<file path="src/rtl/prc_pkg.sv">
// Types, constants and the arctangent table of the polar/rectangular converter.
package prc_pkg;

  localparam int IN_A_W     = 16;
  localparam int IN_B_W     = 17;
  localparam int OUT_W      = 17;
  localparam int S_TDATA_W  = 40;
  localparam int M_TDATA_W  = 40;
  localparam int VW         = 32;
  localparam int ZW         = 32;
  localparam int FRAC       = 12;
  localparam int MAG_MAX    = 46341;
  localparam logic [63:0] K_Q32 = 64'd2608131496;

  localparam logic REQ_P2C = 1'b0;
  localparam logic REQ_C2P = 1'b1;

  typedef struct packed {
    logic                 op;
    logic                 zero;
    logic signed [VW-1:0] x;
    logic signed [VW-1:0] y;
    logic [ZW-1:0]        z;
  } prc_vec_t;

  function automatic logic [31:0] gain_q32(input int iterations);
    logic [63:0] corr;
    int          s;
    begin
      s = 2 * iterations - 1;
      corr = (s < 64) ? ((K_Q32 / 64'd3) >> s) : 64'd0;
      return 32'(K_Q32 + corr);
    end
  endfunction

  function automatic logic [31:0] atan_turn(input logic [4:0] idx);
    begin
      case (idx)
        5'd0:    return 32'd536870912;
        5'd1:    return 32'd316933406;
        5'd2:    return 32'd167458907;
        5'd3:    return 32'd85004756;
        5'd4:    return 32'd42667331;
        5'd5:    return 32'd21354465;
        5'd6:    return 32'd10680862;
        5'd7:    return 32'd5340245;
        5'd8:    return 32'd2670163;
        5'd9:    return 32'd1335087;
        5'd10:   return 32'd667544;
        5'd11:   return 32'd333772;
        5'd12:   return 32'd166886;
        5'd13:   return 32'd83443;
        5'd14:   return 32'd41722;
        5'd15:   return 32'd20861;
        5'd16:   return 32'd10430;
        5'd17:   return 32'd5215;
        5'd18:   return 32'd2608;
        5'd19:   return 32'd1304;
        5'd20:   return 32'd652;
        5'd21:   return 32'd326;
        5'd22:   return 32'd163;
        5'd23:   return 32'd81;
        5'd24:   return 32'd41;
        5'd25:   return 32'd20;
        5'd26:   return 32'd10;
        5'd27:   return 32'd5;
        5'd28:   return 32'd3;
        5'd29:   return 32'd1;
        5'd30:   return 32'd1;
        default: return 32'd0;
      endcase
    end
  endfunction

endpackage

</file>
<file path="src/rtl/prc_cell.sv">
// One CORDIC micro-rotation cell with its own handshake register.
module prc_cell #(
  parameter int STAGE = 0
) (
  input  logic              clk,
  input  logic              rst,
  input  logic              in_valid,
  output logic              in_ready,
  input  prc_pkg::prc_vec_t in_vec,
  output logic              out_valid,
  input  logic              out_ready,
  output prc_pkg::prc_vec_t out_vec
);
  import prc_pkg::*;

  localparam logic [31:0] ATAN = atan_turn(5'(STAGE));

  logic signed [VW-1:0] xs;
  logic signed [VW-1:0] ys;
  logic                 sub;
  prc_vec_t             vec_next;
  prc_vec_t             vec;
  logic                 valid;

  always_comb begin
    xs  = in_vec.x >>> STAGE;
    ys  = in_vec.y >>> STAGE;
    sub = (in_vec.op == REQ_C2P) ? in_vec.y[VW-1] : !in_vec.z[ZW-1];
    vec_next = in_vec;
    if (sub) begin
      vec_next.x = in_vec.x - ys;
      vec_next.y = in_vec.y + xs;
      vec_next.z = in_vec.z - ATAN;
    end else begin
      vec_next.x = in_vec.x + ys;
      vec_next.y = in_vec.y - xs;
      vec_next.z = in_vec.z + ATAN;
    end
  end

  assign in_ready  = !valid || out_ready;
  assign out_valid = valid;
  assign out_vec   = vec;

  always_ff @(posedge clk) begin
    if (rst) begin
      valid <= 1'b0;
    end else if (in_ready) begin
      valid <= in_valid;
    end
  end

  always_ff @(posedge clk) begin
    if (in_ready && in_valid) begin
      vec <= vec_next;
    end
  end

endmodule

</file>
<file path="config.mk">
export PLATFORM = sky130hd
export DESIGN_NAME = prc_cell
export DESIGN_NICKNAME = d
export VERILOG_FILES = /design/src/rtl/prc_pkg.sv /design/src/rtl/prc_cell.sv
export SDC_FILE = /design/constraint.sdc
export NUM_CORES = 1
export LEC_CHECK = 0
export ABC_AREA = 1
export BUFFER_PORTS_ARGS = -buffer_cell sky130_fd_sc_hd__buf_2
export CAP_MARGIN = 20
export CORE_UTILIZATION = 25
export DETAILED_ROUTE_END_ITERATION = 12
export RECOVER_POWER = 25
export SKIP_CTS_REPAIR_TIMING = 1
export SLEW_MARGIN = 20
export SYNTH_ARGS = -nofsm -noshare
export SYNTH_HDL_FRONTEND = slang
export SYNTH_SLANG_ARGS = --single-unit
</file>
<file path="constraint.sdc">
create_clock -name clk -period 18.5 [get_ports clk]
set_input_delay 2.775 -clock clk [delete_from_list [all_inputs] [get_ports clk]]
set_output_delay 2.775 -clock clk [all_outputs]
set_load 0.03 [all_outputs]
</file>
# [Word-level counts from Yosys, hierarchy flattened]
# Index checks and enable logic that the tools add are counted.
[totals] regBits=99 output_inout_bits=100 wordCells=17
[classes] addsub=5 muxes=2 reduce_logical=4
[op_table] cell="$mux W96" count=1
[op_table] cell="$sub A32 B32 Y32" count=2
[op_table] cell="$add A32 B30 Y32 const B" count=1
[op_table] cell="$add A32 B32 Y32" count=1
[op_table] cell="$sub A32 B30 Y32 const B" count=1
[op_table] cell="$logic_not A1 Y1" count=2
[op_table] cell="$logic_and A1 B1 Y1" count=1
[op_table] cell="$logic_or A1 B1 Y1" count=1
[op_table] cell="$mux W1" count=1

# [Longest topological paths before layout]
# Gate-level depths: netlist (run 1).
[logic_depth] ltp_word=3 mapped_depth=17

# [Worst setup path after synthesis (run 1)]
# No wires, ideal clock.
[synth_path] path_kind="in2reg" startpoint="input port in_valid" endpoint="register vec (netlist bit out_vec[0]) (enable)" setup_time_ns=0.585 arrival_ns=7.500 required_ns=17.915 slack_ns=10.416 path_stages=2 path_cell_list="inv_1 a21oi_1"
[synth_between] elab_chain_cells=1
[synth_lines] element="start, declared" line_no="prc_cell.sv:7" text="input logic in_valid,"
[synth_lines] element="$logic_and A1 B1 Y1" line_no="prc_cell.sv:54" text="if (in_ready && in_valid) begin"
[synth_lines] element="end signal, assigned" line_no="prc_cell.sv:55" text="vec <= vec_next;"
[synth_lines] element="end, declared" line_no="prc_cell.sv:22" text="prc_vec_t vec;"
# No other way between the ends.
# A chain may end at the register's enable or synchronous reset.

# [Final worst setup path (run 1)]
[layout_path] startpoint="input port out_ready" endpoint="output port in_ready"
[layout_between] elab_chain_cells=1
[layout_lines] element="start, declared" line_no="prc_cell.sv:11" text="input logic out_ready,"
[layout_lines] element="$logic_or A1 B1 Y1" line_no="prc_cell.sv:41" text="assign in_ready = !valid || out_ready;"
[layout_lines] element="end, declared" line_no="prc_cell.sv:8" text="output logic in_ready,"
# No other way between the ends.

==> results of run 1 <==
where the power goes:
part | internal (µW) | leakage, µW | switching [µW]
Combinational | 97.4 | 0.00573 | 245
Clock | 106 | 0.000143 | 95.7
Sequential | 276 | 0.000949 | 5.38
Total | 479 | 0.00682 | 346
worst max-delay path by stage:
stage | slack (ns) | startpoint | endpoint
2_1_floorplan | 10.42 | in_valid | out_vec[0]
3_3_place_gp | 12.48 | out_ready | in_ready
3_5_place_dp | 12.50 | out_ready | in_ready
4_1_cts | 12.50 | out_ready | in_ready
5_1_grt | 12.47 | out_ready | in_ready
6_report | 12.50 | out_ready | in_ready
sequential cells by signal, summed over array words and instances (netlist names):
register / count
out_vec: 97
out_valid: 1
tightest hold or removal path, delay by kind of cell (launching register included):
| kind | cells | cell delay, ns |
|---|---|---|
| flip-flops | 1 | 0.35 |
| AND/OR/NAND/NOR | 1 | 0.09 |
| AO/OA/AOI/OAI | 1 | 0.07 |
cell type report:
type	count	area, µm²	area share, %
Tap cell	532	666	5.41
Clock buffer	9	225	1.83
Timing Repair Buffer	205	1020	8.30
Clock inverter	6	72.6	0.590
Multi-Input combinational cell	1186	6140	49.9
Antenna cell	2	5.00	0.0407
Sequential cell	98	2930	23.8
Inverter	331	1240	10.1
stage by stage:
stage	cells	hold WS (ns)	utilization [%]	setup WS (ns)
after detailed placement	2352	0.554	29.1	12.50
after global routing	2367	0.595	29.8	12.47
after floorplan	1656	0.832	-	10.42
final	2369	0.555	29.8	12.50
after global placement	2352	0.535	29.1	12.48
after CTS	2367	0.562	29.8	12.50
per-layer routing:
layer / routed length (µm) / vias to the layer above / GRT usage, %
li1: - / 5474 / -
met1: 16600 / 4730 / 22.1
met2: 16700 / 286 / 28.1
met3: 1910 / 47 / 3.31
met4: 1060 / 0 / 6.36
met5: 0 / - / 0
cells in the mapped netlist:
cell | n | area [µm²]
xnor2_1 | 1 | 8.76
clkbuf_8 | 1 | 13.8
nand2_1 | 614 | 2300
o21ai_1 | 1 | 5.00
buf_2 | 15 | 75.1
buf_6 | 3 | 33.8
o21ai_0 | 34 | 170
o21bai_1 | 11 | 82.6
nor4_2 | 1 | 12.5
o31ai_1 | 1 | 7.51
a31oi_1 | 2 | 12.5
a21oi_1 | 86 | 430
a21o_1 | 1 | 7.51
and2_1 | 2 | 12.5
clkbuf_4 | 1 | 7.51
xor2_1 | 25 | 219
nor2_1 | 105 | 394
clkinv_1 | 1 | 3.75
and3_1 | 1 | 6.26
nor2_4 | 2 | 22.5
nand3b_2 | 2 | 22.5
and3_2 | 1 | 7.51
buf_4 | 16 | 120
ha_1 | 103 | 1290
o22ai_1 | 2 | 12.5
nand3_2 | 2 | 20.0
fa_1 | 4 | 80.1
dfxtp_1 | 1 | 20.0
nor3_1 | 6 | 30.0
nand2_2 | 2 | 12.5
o21a_1 | 6 | 45.0
nor2_2 | 2 | 12.5
nand2_4 | 1 | 11.3
nand3b_1 | 5 | 37.5
nand3_1 | 143 | 716
nand4_1 | 19 | 119
inv_1 | 330 | 1240
edfxtp_1 | 97 | 2910
clkbuf_1 | 5 | 18.8
nor3_2 | 1 | 10.0
cells by family after synthesis:
family	Yosys count	synth area share (%)
AOI/OAI and AO/OA	144	7.32
xor gates and xnor gates	26	2.16
adders and majority gates	107	13.0
buffers and inverters	372	14.3
DFF	98	27.8
and+or+nand+nor	909	35.5
==> flow_summary.html, run 1 <==
<table>
<tr><th>Metric</th><th>Value</th></tr>
<tr><th colspan="2">Drt</th></tr>
<tr><td>Detailed-routing iteration count for the pre-antenna-repair pass</td><td>5</td></tr>
<tr><td>Via/cell ratio</td><td>between 4 and 5</td></tr>
<tr><td>Wire length per cell</td><td>roughly 15 µm</td></tr>
<tr><td>Vias</td><td>10537</td></tr>
<tr><td>Drt initial violations</td><td>a little under 700</td></tr>
<tr><td>Final Routed Wirelength</td><td>36300 µm</td></tr>
<tr><td>DR DRC count</td><td>0</td></tr>
<tr><td>Antenna-violating nets left</td><td>0</td></tr>
<tr><th colspan="2">Clock tree</th></tr>
<tr><td>Max Root-Sink Buffers</td><td>2</td></tr>
<tr><td>CTS clk-pin slew, worst paths</td><td>0.07 ns</td></tr>
<tr><td>Sink count of the clock tree</td><td>98</td></tr>
<tr><td>Worst-Skew Late Latency</td><td>0.39 ns</td></tr>
<tr><td>Clock tree root buffer cell</td><td>clkbuf_16</td></tr>
<tr><td>CTS tree</td><td>built</td></tr>
<tr><td>Total number of H-tree levels</td><td>3</td></tr>
<tr><td>Clock buffers created by TritonCTS</td><td>9</td></tr>
<tr><th colspan="2">STA</th></tr>
<tr><td>Total of endpoints with negative setup slack in the final report</td><td>0</td></tr>
<tr><td>Max Clk Rate</td><td>167 MHz</td></tr>
<tr><td>Relative slew margins</td><td>-36.9%</td></tr>
<tr><td>Slew Limit Fails</td><td>36</td></tr>
<tr><td>Final Critical Period</td><td>between 6 and 7 ns</td></tr>
<tr><td>Final TNS setup</td><td>0 ns</td></tr>
<tr><td>Unrepaired setup endpoints after global routing</td><td>no</td></tr>
<tr><td>Period utilisation layout</td><td>around 32%</td></tr>
<tr><td>Worst setup skew after layout</td><td>about 0.013 ns</td></tr>
<tr><td>Worst slew pin tran</td><td>between 2 and 2.5 ns</td></tr>
<tr><td>Number of endpoints with negative hold slack in the final report</td><td>0</td></tr>
<tr><th colspan="2">Placed design</th></tr>
<tr><td>Port bufs</td><td>roughly 200</td></tr>
<tr><td>Placed cell areas</td><td>roughly 12000 µm²</td></tr>
<tr><td>Final weighted congestion of routability-driven global placement</td><td>between 0.9 and 1</td></tr>
<tr><td>Detail Placement HPWL</td><td>30500 µm</td></tr>
<tr><th colspan="2">Status</th></tr>
<tr><td>Violated checks</td><td>capacitance limit, slew limit</td></tr>
<tr><td>Status</td><td>finished, violations left</td></tr>
<tr><th colspan="2">Worst setup path</th></tr>
<tr><td>Crit-path slowest cell</td><td>buf_2</td></tr>
<tr><td>Crit path top cell by count</td><td>buf_2</td></tr>
<tr><td>Type of element capturing the critical path</td><td>output port</td></tr>
<tr><td>Register-to-register setup slack</td><td>around 15 ns</td></tr>
<tr><td>Path length in cells of the critical path</td><td>4</td></tr>
<tr><td>Count of buffer and inverter cells on the critical path</td><td>3</td></tr>
<tr><td>Arr. time, crit path</td><td>roughly 3.2 ns</td></tr>
<tr><td>Maximum fanout count along the critical path</td><td>2</td></tr>
<tr><td>Worst Path Class, Setup</td><td>input port to output port</td></tr>
<tr><td>Crit-path leading delay family</td><td>buffers and inverters</td></tr>
<tr><td>Terminus of the critical flop-to-flop path</td><td>out_vec[60]</td></tr>
<tr><td>Crit-path cells</td><td>buf_2 &gt; inv_1 &gt; nand2_1 &gt; buf_2</td></tr>
<tr><td>FF-to-FF path depth</td><td>3</td></tr>
<tr><td>FF-to-FF Start</td><td>out_valid</td></tr>
<tr><td>Worst Path Required</td><td>between 15 and 20 ns</td></tr>
<tr><td>Worst setup SP type</td><td>input port</td></tr>
<tr><td>Delay contributed by the slowest stage of the critical path</td><td>0.18 ns</td></tr>
<tr><th colspan="2">Logic synthesis</th></tr>
<tr><td>Synth Cell Area</td><td>between 10000 and 15000 µm²</td></tr>
<tr><td>Net Count, Synth</td><td>around 1900</td></tr>
<tr><td>Per-instance average area after synthesis</td><td>6.38 µm²</td></tr>
<tr><td>Portion of the post-synthesis area used by sequential elements</td><td>roughly 28%</td></tr>
<tr><td>Number of different library cells in the post-synthesis netlist</td><td>40</td></tr>
<tr><td>Gate Count Post-Synth</td><td>roughly 1700</td></tr>
<tr><td>Synth Register Bits</td><td>slightly below 100</td></tr>
<tr><td>YS warnings</td><td>0</td></tr>
<tr><th colspan="2">Die</th></tr>
<tr><td>Standard-cell row count</td><td>74</td></tr>
<tr><td>Area enclosed by the die boundary</td><td>~43000 µm²</td></tr>
<tr><td>Initial core utilization</td><td>between 20% and 30%</td></tr>
<tr><td>Horiz. Die Dim</td><td>between 200 and 250 µm</td></tr>
<tr><td>Area of the core region</td><td>41300 µm²</td></tr>
<tr><td>Io pins</td><td>202</td></tr>
<tr><td>Die Ht</td><td>208 µm</td></tr>
<tr><th colspan="2">Final layout</th></tr>
<tr><td>Most frequent cells in the layout</td><td>nand2_1, inv_1, buf_2</td></tr>
<tr><td>Area overhead of the layout relative to synthesis</td><td>16.5%</td></tr>
<tr><td>Fraction of layout instances using a drive strength above 1</td><td>12.4%</td></tr>
<tr><td>Most common cell after layout, fill and taps aside</td><td>nand2_1</td></tr>
<tr><td>Nets</td><td>a little over 2000</td></tr>
<tr><td>Fill cell count</td><td>~4600</td></tr>
<tr><td>Final Instance Area</td><td>~12000 µm²</td></tr>
<tr><th colspan="2">Min path</th></tr>
<tr><td>Worst hold path cell count</td><td>2</td></tr>
<tr><td>HP Start</td><td>out_valid</td></tr>
<tr><td>Hold path endpoint</td><td>out_valid</td></tr>
<tr><td>Hold Crit Class</td><td>flip-flop to flip-flop</td></tr>
<tr><th colspan="2">GRT</th></tr>
<tr><td>Overall routing resource usage</td><td>between 10% and 20%</td></tr>
<tr><td>Largest net degree at the start of global routing</td><td>between 60 and 70</td></tr>
<tr><td>Initial antenna violation count</td><td>1</td></tr>
<tr><td>GRT overflow</td><td>0</td></tr>
<tr><td>Number of global-route vias before repair</td><td>~10000</td></tr>
<tr><td>First-pass GRT wire length</td><td>between 50000 and 60000 µm</td></tr>
<tr><th colspan="2">Power</th></tr>
<tr><td>Maximum vdd ir drop</td><td>~0.000045 V</td></tr>
<tr><td>Reported leakage power</td><td>between 0.006 and 0.007 µW</td></tr>
<tr><td>Pwr Total</td><td>~830 µW</td></tr>
<tr><td>Power per Cell Area</td><td>roughly 67 nW/µm²</td></tr>
<tr><th colspan="2">Run</th></tr>
<tr><td>Maximum Capacitance Violations</td><td>1</td></tr>
</table>
(Power assumes the default switching activity.)
==> run 2, diff against run 1 <==
--- a/config.mk
+++ b/config.mk
@@ -5,7 +5,7 @@
 export SDC_FILE = /design/constraint.sdc
 export NUM_CORES = 1
 export LEC_CHECK = 0
-export ABC_AREA = 1
+export ABC_AREA = 0
 export BUFFER_PORTS_ARGS = -buffer_cell sky130_fd_sc_hd__buf_2
 export CAP_MARGIN = 20
 export CORE_UTILIZATION = 25
==> constraint.sdc (replaced) <==
create_clock -name clk -period 5.25 [get_ports clk]
set_input_delay 0.7875 -clock clk [delete_from_list [all_inputs] [get_ports clk]]
set_output_delay 0.7875 -clock clk [all_outputs]
set_load 0.03 [all_outputs]
==> run 2 against run 1 <==
Effect of this change:
- the flow now finishes without violations
- non-clock buffer count increased by 1
- final cell count decreased by 33%
- sequential power increased to 3.6 times the previous value
- register-to-register slack got worse by 12 ns
- cell area decreased by 16%
- highest routed layer is now met5
==> flow_summary.html, run 2 <==
<table>
<tr><th>Metric</th><th>Value</th></tr>
<tr><th colspan="2">Final layout</th></tr>
<tr><td>Area overhead of the layout relative to synthesis</td><td>18.8%</td></tr>
<tr><td>Most frequent cells in the layout</td><td>buf_2, a21oi_1, ha_1</td></tr>
<tr><td>Fill cell count</td><td>about 3600</td></tr>
<tr><td>Nets</td><td>approximately 1400</td></tr>
<tr><td>Most common cell after layout, fill and taps aside</td><td>buf_2</td></tr>
<tr><td>Final Instance Area</td><td>10300 µm²</td></tr>
<tr><td>Core Util, Final</td><td>a little under a third</td></tr>
<tr><td>Fraction of layout instances using a drive strength above 1</td><td>about 18%</td></tr>
<tr><td>Largest register FFs</td><td>97</td></tr>
<tr><td>Fin cells</td><td>around 1600</td></tr>
<tr><th colspan="2">Worst setup path</th></tr>
<tr><td>Worst Path Class, Setup</td><td>input port to flip-flop</td></tr>
<tr><td>FF-to-FF Start</td><td>out_valid</td></tr>
<tr><td>Crit-path cells</td><td>buf_2 &gt; inv_1 &gt; ha_1 &gt; nor2_1 &gt; a211oi_1 &gt; o31ai_1 &gt; a22oi_1 &gt; o211ai_1 &gt; a311oi_1 &gt; nor3_1 &gt; a2111o_1 &gt; xnor2_1</td></tr>
<tr><td>Worst Path Required</td><td>5.34 ns</td></tr>
<tr><td>Worst setup SP type</td><td>input port</td></tr>
<tr><td>Register-to-register setup slack</td><td>3.19 ns</td></tr>
<tr><td>Type of element capturing the critical path</td><td>flip-flop</td></tr>
<tr><td>Delay contributed by the slowest stage of the critical path</td><td>0.68 ns</td></tr>
<tr><td>Terminus of the critical flop-to-flop path</td><td>out_vec[4]</td></tr>
<tr><td>FF-to-FF path depth</td><td>3</td></tr>
<tr><td>Maximum fanout count along the critical path</td><td>18</td></tr>
<tr><td>Arr. time, crit path</td><td>about 3.7 ns</td></tr>
<tr><td>Crit-path slowest cell</td><td>ha_1</td></tr>
<tr><th colspan="2">Logic synthesis</th></tr>
<tr><td>YS warnings</td><td>0</td></tr>
<tr><td>Per-instance average area after synthesis</td><td>about 9 µm²</td></tr>
<tr><td>Synth Cell Area</td><td>between 8000 and 9000 µm²</td></tr>
<tr><td>Number of different library cells in the post-synthesis netlist</td><td>between 60 and 70</td></tr>
<tr><td>Most common cell in the synthesized netlist</td><td>a21oi_1</td></tr>
<tr><td>Synth Register Bits</td><td>a little under 100</td></tr>
<tr><td>Net Count, Synth</td><td>roughly 1200</td></tr>
<tr><td>Gate Count Post-Synth</td><td>968</td></tr>
<tr><td>Largest area contributor in the netlist</td><td>edfxtp_1</td></tr>
<tr><td>Commonest cells post-synth</td><td>a21oi_1, ha_1, edfxtp_1</td></tr>
<tr><td>Async set or reset register ratio after synthesis</td><td>0%</td></tr>
<tr><td>Commonest register cell after synthesis</td><td>edfxtp_1</td></tr>
<tr><td>Share of Yosys cell area claimed by the top area cell type</td><td>between 30 and 40%</td></tr>
<tr><td>Portion of the post-synthesis area used by sequential elements</td><td>33.8%</td></tr>
<tr><td>Number of enable-type register cells in the synthesized netlist</td><td>97</td></tr>
<tr><td>Cells taking the most area after synthesis</td><td>edfxtp_1, ha_1, a21oi_1, xnor2_1, inv_1</td></tr>
<tr><th colspan="2">Power</th></tr>
<tr><td>Gate power share</td><td>about 40%</td></tr>
<tr><td>Part of the power in registers</td><td>between 30% and 40%</td></tr>
<tr><td>Net switching power</td><td>1080 µW</td></tr>
<tr><td>Clock share of power</td><td>22.5%</td></tr>
<tr><td>Pint</td><td>between 1500 and 2000 µW</td></tr>
<tr><td>Reported leakage power</td><td>0.00437 µW</td></tr>
<tr><td>Switching Share</td><td>between 30% and 40%</td></tr>
<tr><td>Power per Cell Area</td><td>about 270 nW/µm²</td></tr>
<tr><td>Maximum vdd ir drop</td><td>0.000153 V</td></tr>
<tr><th colspan="2">Die</th></tr>
<tr><td>Horiz. Die Dim</td><td>~190 µm</td></tr>
<tr><td>Standard-cell row count</td><td>67</td></tr>
<tr><td>Initial core utilization</td><td>25.6%</td></tr>
<tr><td>Die Ht</td><td>188 µm</td></tr>
<tr><td>Area of the core region</td><td>around 34000 µm²</td></tr>
<tr><td>Io pins</td><td>202</td></tr>
<tr><td>Area enclosed by the die boundary</td><td>between 30000 and 40000 µm²</td></tr>
<tr><th colspan="2">Placed design</th></tr>
<tr><td>Minimum setup slack after placement</td><td>1.29 ns</td></tr>
<tr><td>Placed cell areas</td><td>slightly above 10000 µm²</td></tr>
<tr><td>Final weighted congestion of routability-driven global placement</td><td>0.917</td></tr>
<tr><td>Cells after DPL</td><td>1578</td></tr>
<tr><td>Detail Placement HPWL</td><td>roughly 23000 µm</td></tr>
<tr><td>Port bufs</td><td>201</td></tr>
<tr><th colspan="2">GRT</th></tr>
<tr><td>First-pass GRT wire length</td><td>around 43000 µm</td></tr>
<tr><td>Overall routing resource usage</td><td>~16%</td></tr>
<tr><td>Largest net degree at the start of global routing</td><td>62</td></tr>
<tr><td>Number of global-route vias before repair</td><td>between 7000 and 8000</td></tr>
<tr><td>GRT overflow</td><td>0</td></tr>
<tr><td>Initial antenna violation count</td><td>2</td></tr>
<tr><th colspan="2">Drt</th></tr>
<tr><td>DR DRC count</td><td>0</td></tr>
<tr><td>Vias</td><td>around 8000</td></tr>
<tr><td>Wire length per cell</td><td>17.7 µm</td></tr>
<tr><td>Final Routed Wirelength</td><td>28300 µm</td></tr>
<tr><td>Detailed-routing iteration count for the pre-antenna-repair pass</td><td>8</td></tr>
<tr><td>Via/cell ratio</td><td>between 4 and 5</td></tr>
<tr><td>Antenna-violating nets left</td><td>0</td></tr>
<tr><td>Drt initial violations</td><td>~580</td></tr>
<tr><th colspan="2">STA</th></tr>
<tr><td>Period utilisation layout</td><td>68.5%</td></tr>
<tr><td>Number of endpoints with negative hold slack in the final report</td><td>0</td></tr>
<tr><td>Relative slew margins</td><td>a little under a third</td></tr>
<tr><td>Worst slew pin tran</td><td>between 1 and 1.5 ns</td></tr>
<tr><td>Total of endpoints with negative setup slack in the final report</td><td>0</td></tr>
<tr><td>Fin worst setup slack</td><td>roughly 1.7 ns</td></tr>
<tr><td>Final Critical Period</td><td>3.59 ns</td></tr>
<tr><td>Unrepaired setup endpoints after global routing</td><td>no</td></tr>
<tr><td>Max Clk Rate</td><td>278 MHz</td></tr>
<tr><td>Slew Limit Fails</td><td>0</td></tr>
<tr><td>Worst setup skew after layout</td><td>0.00817 ns</td></tr>
<tr><td>Final TNS setup</td><td>0 ns</td></tr>
<tr><th colspan="2">Clock tree</th></tr>
<tr><td>Max Root-Sink Buffers</td><td>2</td></tr>
<tr><td>Sink count of the clock tree</td><td>between 90 and 100</td></tr>
<tr><td>Total number of H-tree levels</td><td>3</td></tr>
<tr><td>Clock buffers created by TritonCTS</td><td>9</td></tr>
<tr><td>CTS tree</td><td>built</td></tr>
<tr><td>Worst-Skew Late Latency</td><td>between 0.3 and 0.4 ns</td></tr>
<tr><td>Clock tree root buffer cell</td><td>clkbuf_16</td></tr>
<tr><td>CTS clk-pin slew, worst paths</td><td>0.07 ns</td></tr>
<tr><th colspan="2">Status</th></tr>
<tr><td>Status</td><td>completed</td></tr>
<tr><th colspan="2">Min path</th></tr>
<tr><td>Hold Crit Class</td><td>flip-flop to flip-flop</td></tr>
<tr><td>Hold path endpoint</td><td>out_valid</td></tr>
<tr><td>Worst hold path cell count</td><td>2</td></tr>
<tr><td>HP Start</td><td>out_valid</td></tr>
<tr><th colspan="2">Run</th></tr>
<tr><td>Maximum Capacitance Violations</td><td>0</td></tr>
</table>
## run 2: changes by cell type in the layout (fill, tap and decap cells not counted), moves of 17 or more
cell	change
inv_1	-237
o21ai_0	+20
nor2_1	-33
buf_2	-37
nand3_1	-133
a21oi_1	+45
nand2_1	-564
clkbuf_1	+37
nor3_1	+17
xnor2_1	+51
## run 2: kinds of logic after synthesis
group / share of synthesized area, %
AO/OA/AOI/OAI: 24.2
AND/OR/NAND/NOR: 11.7
buffers and inverters: 6.84
adder cells (fa/ha/maj): 15.8
flip-flops: 33.8
XOR/XNOR: 6.36
multiplexers: 1.27
## run 2: power groups by stage
stage | logic (µW) | clock network (µW) | registers [µW]
4_1_cts | 1100 | 639 | 1020
5_1_grt | 1190 | 661 | 1030
3_3_place_gp | 1100 | 0 | 1040
2_1_floorplan | 575 | 0 | 1220
3_5_place_dp | 1100 | 0 | 1040
6_report | 1100 | 616 | 1020
## run 2: worst max-delay path by stage
stage | start | to | cells after the start
final | in_vec[46] | out_vec[63] | 12
after global routing | in_vec[46] | out_vec[63] | 12
after CTS | in_vec[46] | out_vec[63] | 12
after detailed placement | in_vec[46] | out_vec[63] | 12
after global placement | in_vec[46] | out_vec[63] | 12
after floorplan | out_ready | out_vec[0] | 2
## run 2: critical path: cells and delay by family
family,cells,cell delay [ns]
AO/OA/AOI/OAI,6,1.63
adder cells (fa/ha/maj),1,0.68
AND/OR/NAND/NOR,2,0.30
buffers and inverters,2,0.15
XOR/XNOR,1,0.12
## run 2: cell type report
cell class / instances / area, µm² / share of cell area (%)
Antenna cell: 1 / 2.50 / 0.0243
Clock buffer: 10 / 229 / 2.22
Clock inverter: 6 / 32.5 / 0.316
Inverter: 102 / 383 / 3.72
Multi-Input combinational cell: 724 / 5160 / 50.1
Sequential cell: 98 / 2930 / 28.5
Tap cell: 448 / 561 / 5.44
Timing Repair Buffer: 206 / 1000 / 9.70
## run 2: layer usage
| layer | up-vias | track usage [%] | part of all wire, % |
|---|---|---|---|
| met5 | - | 0 | 0.064 |
| met4 | 4 | 4.59 | 1.8 |
| met3 | 35 | 3.39 | 7.1 |
| met2 | 308 | 25.3 | 45 |
| met1 | 3738 | 21.2 | 46 |
| li1 | 3792 | - | - |
## run 2: per-stage QoR
step           hold slack [ns]  power [µW]
6_report                 0.529        2740
5_1_grt                  0.573        2890
4_1_cts                  0.532        2770
3_5_place_dp             0.522        2140
3_3_place_gp             0.497        2140
2_1_floorplan            0.857        1790
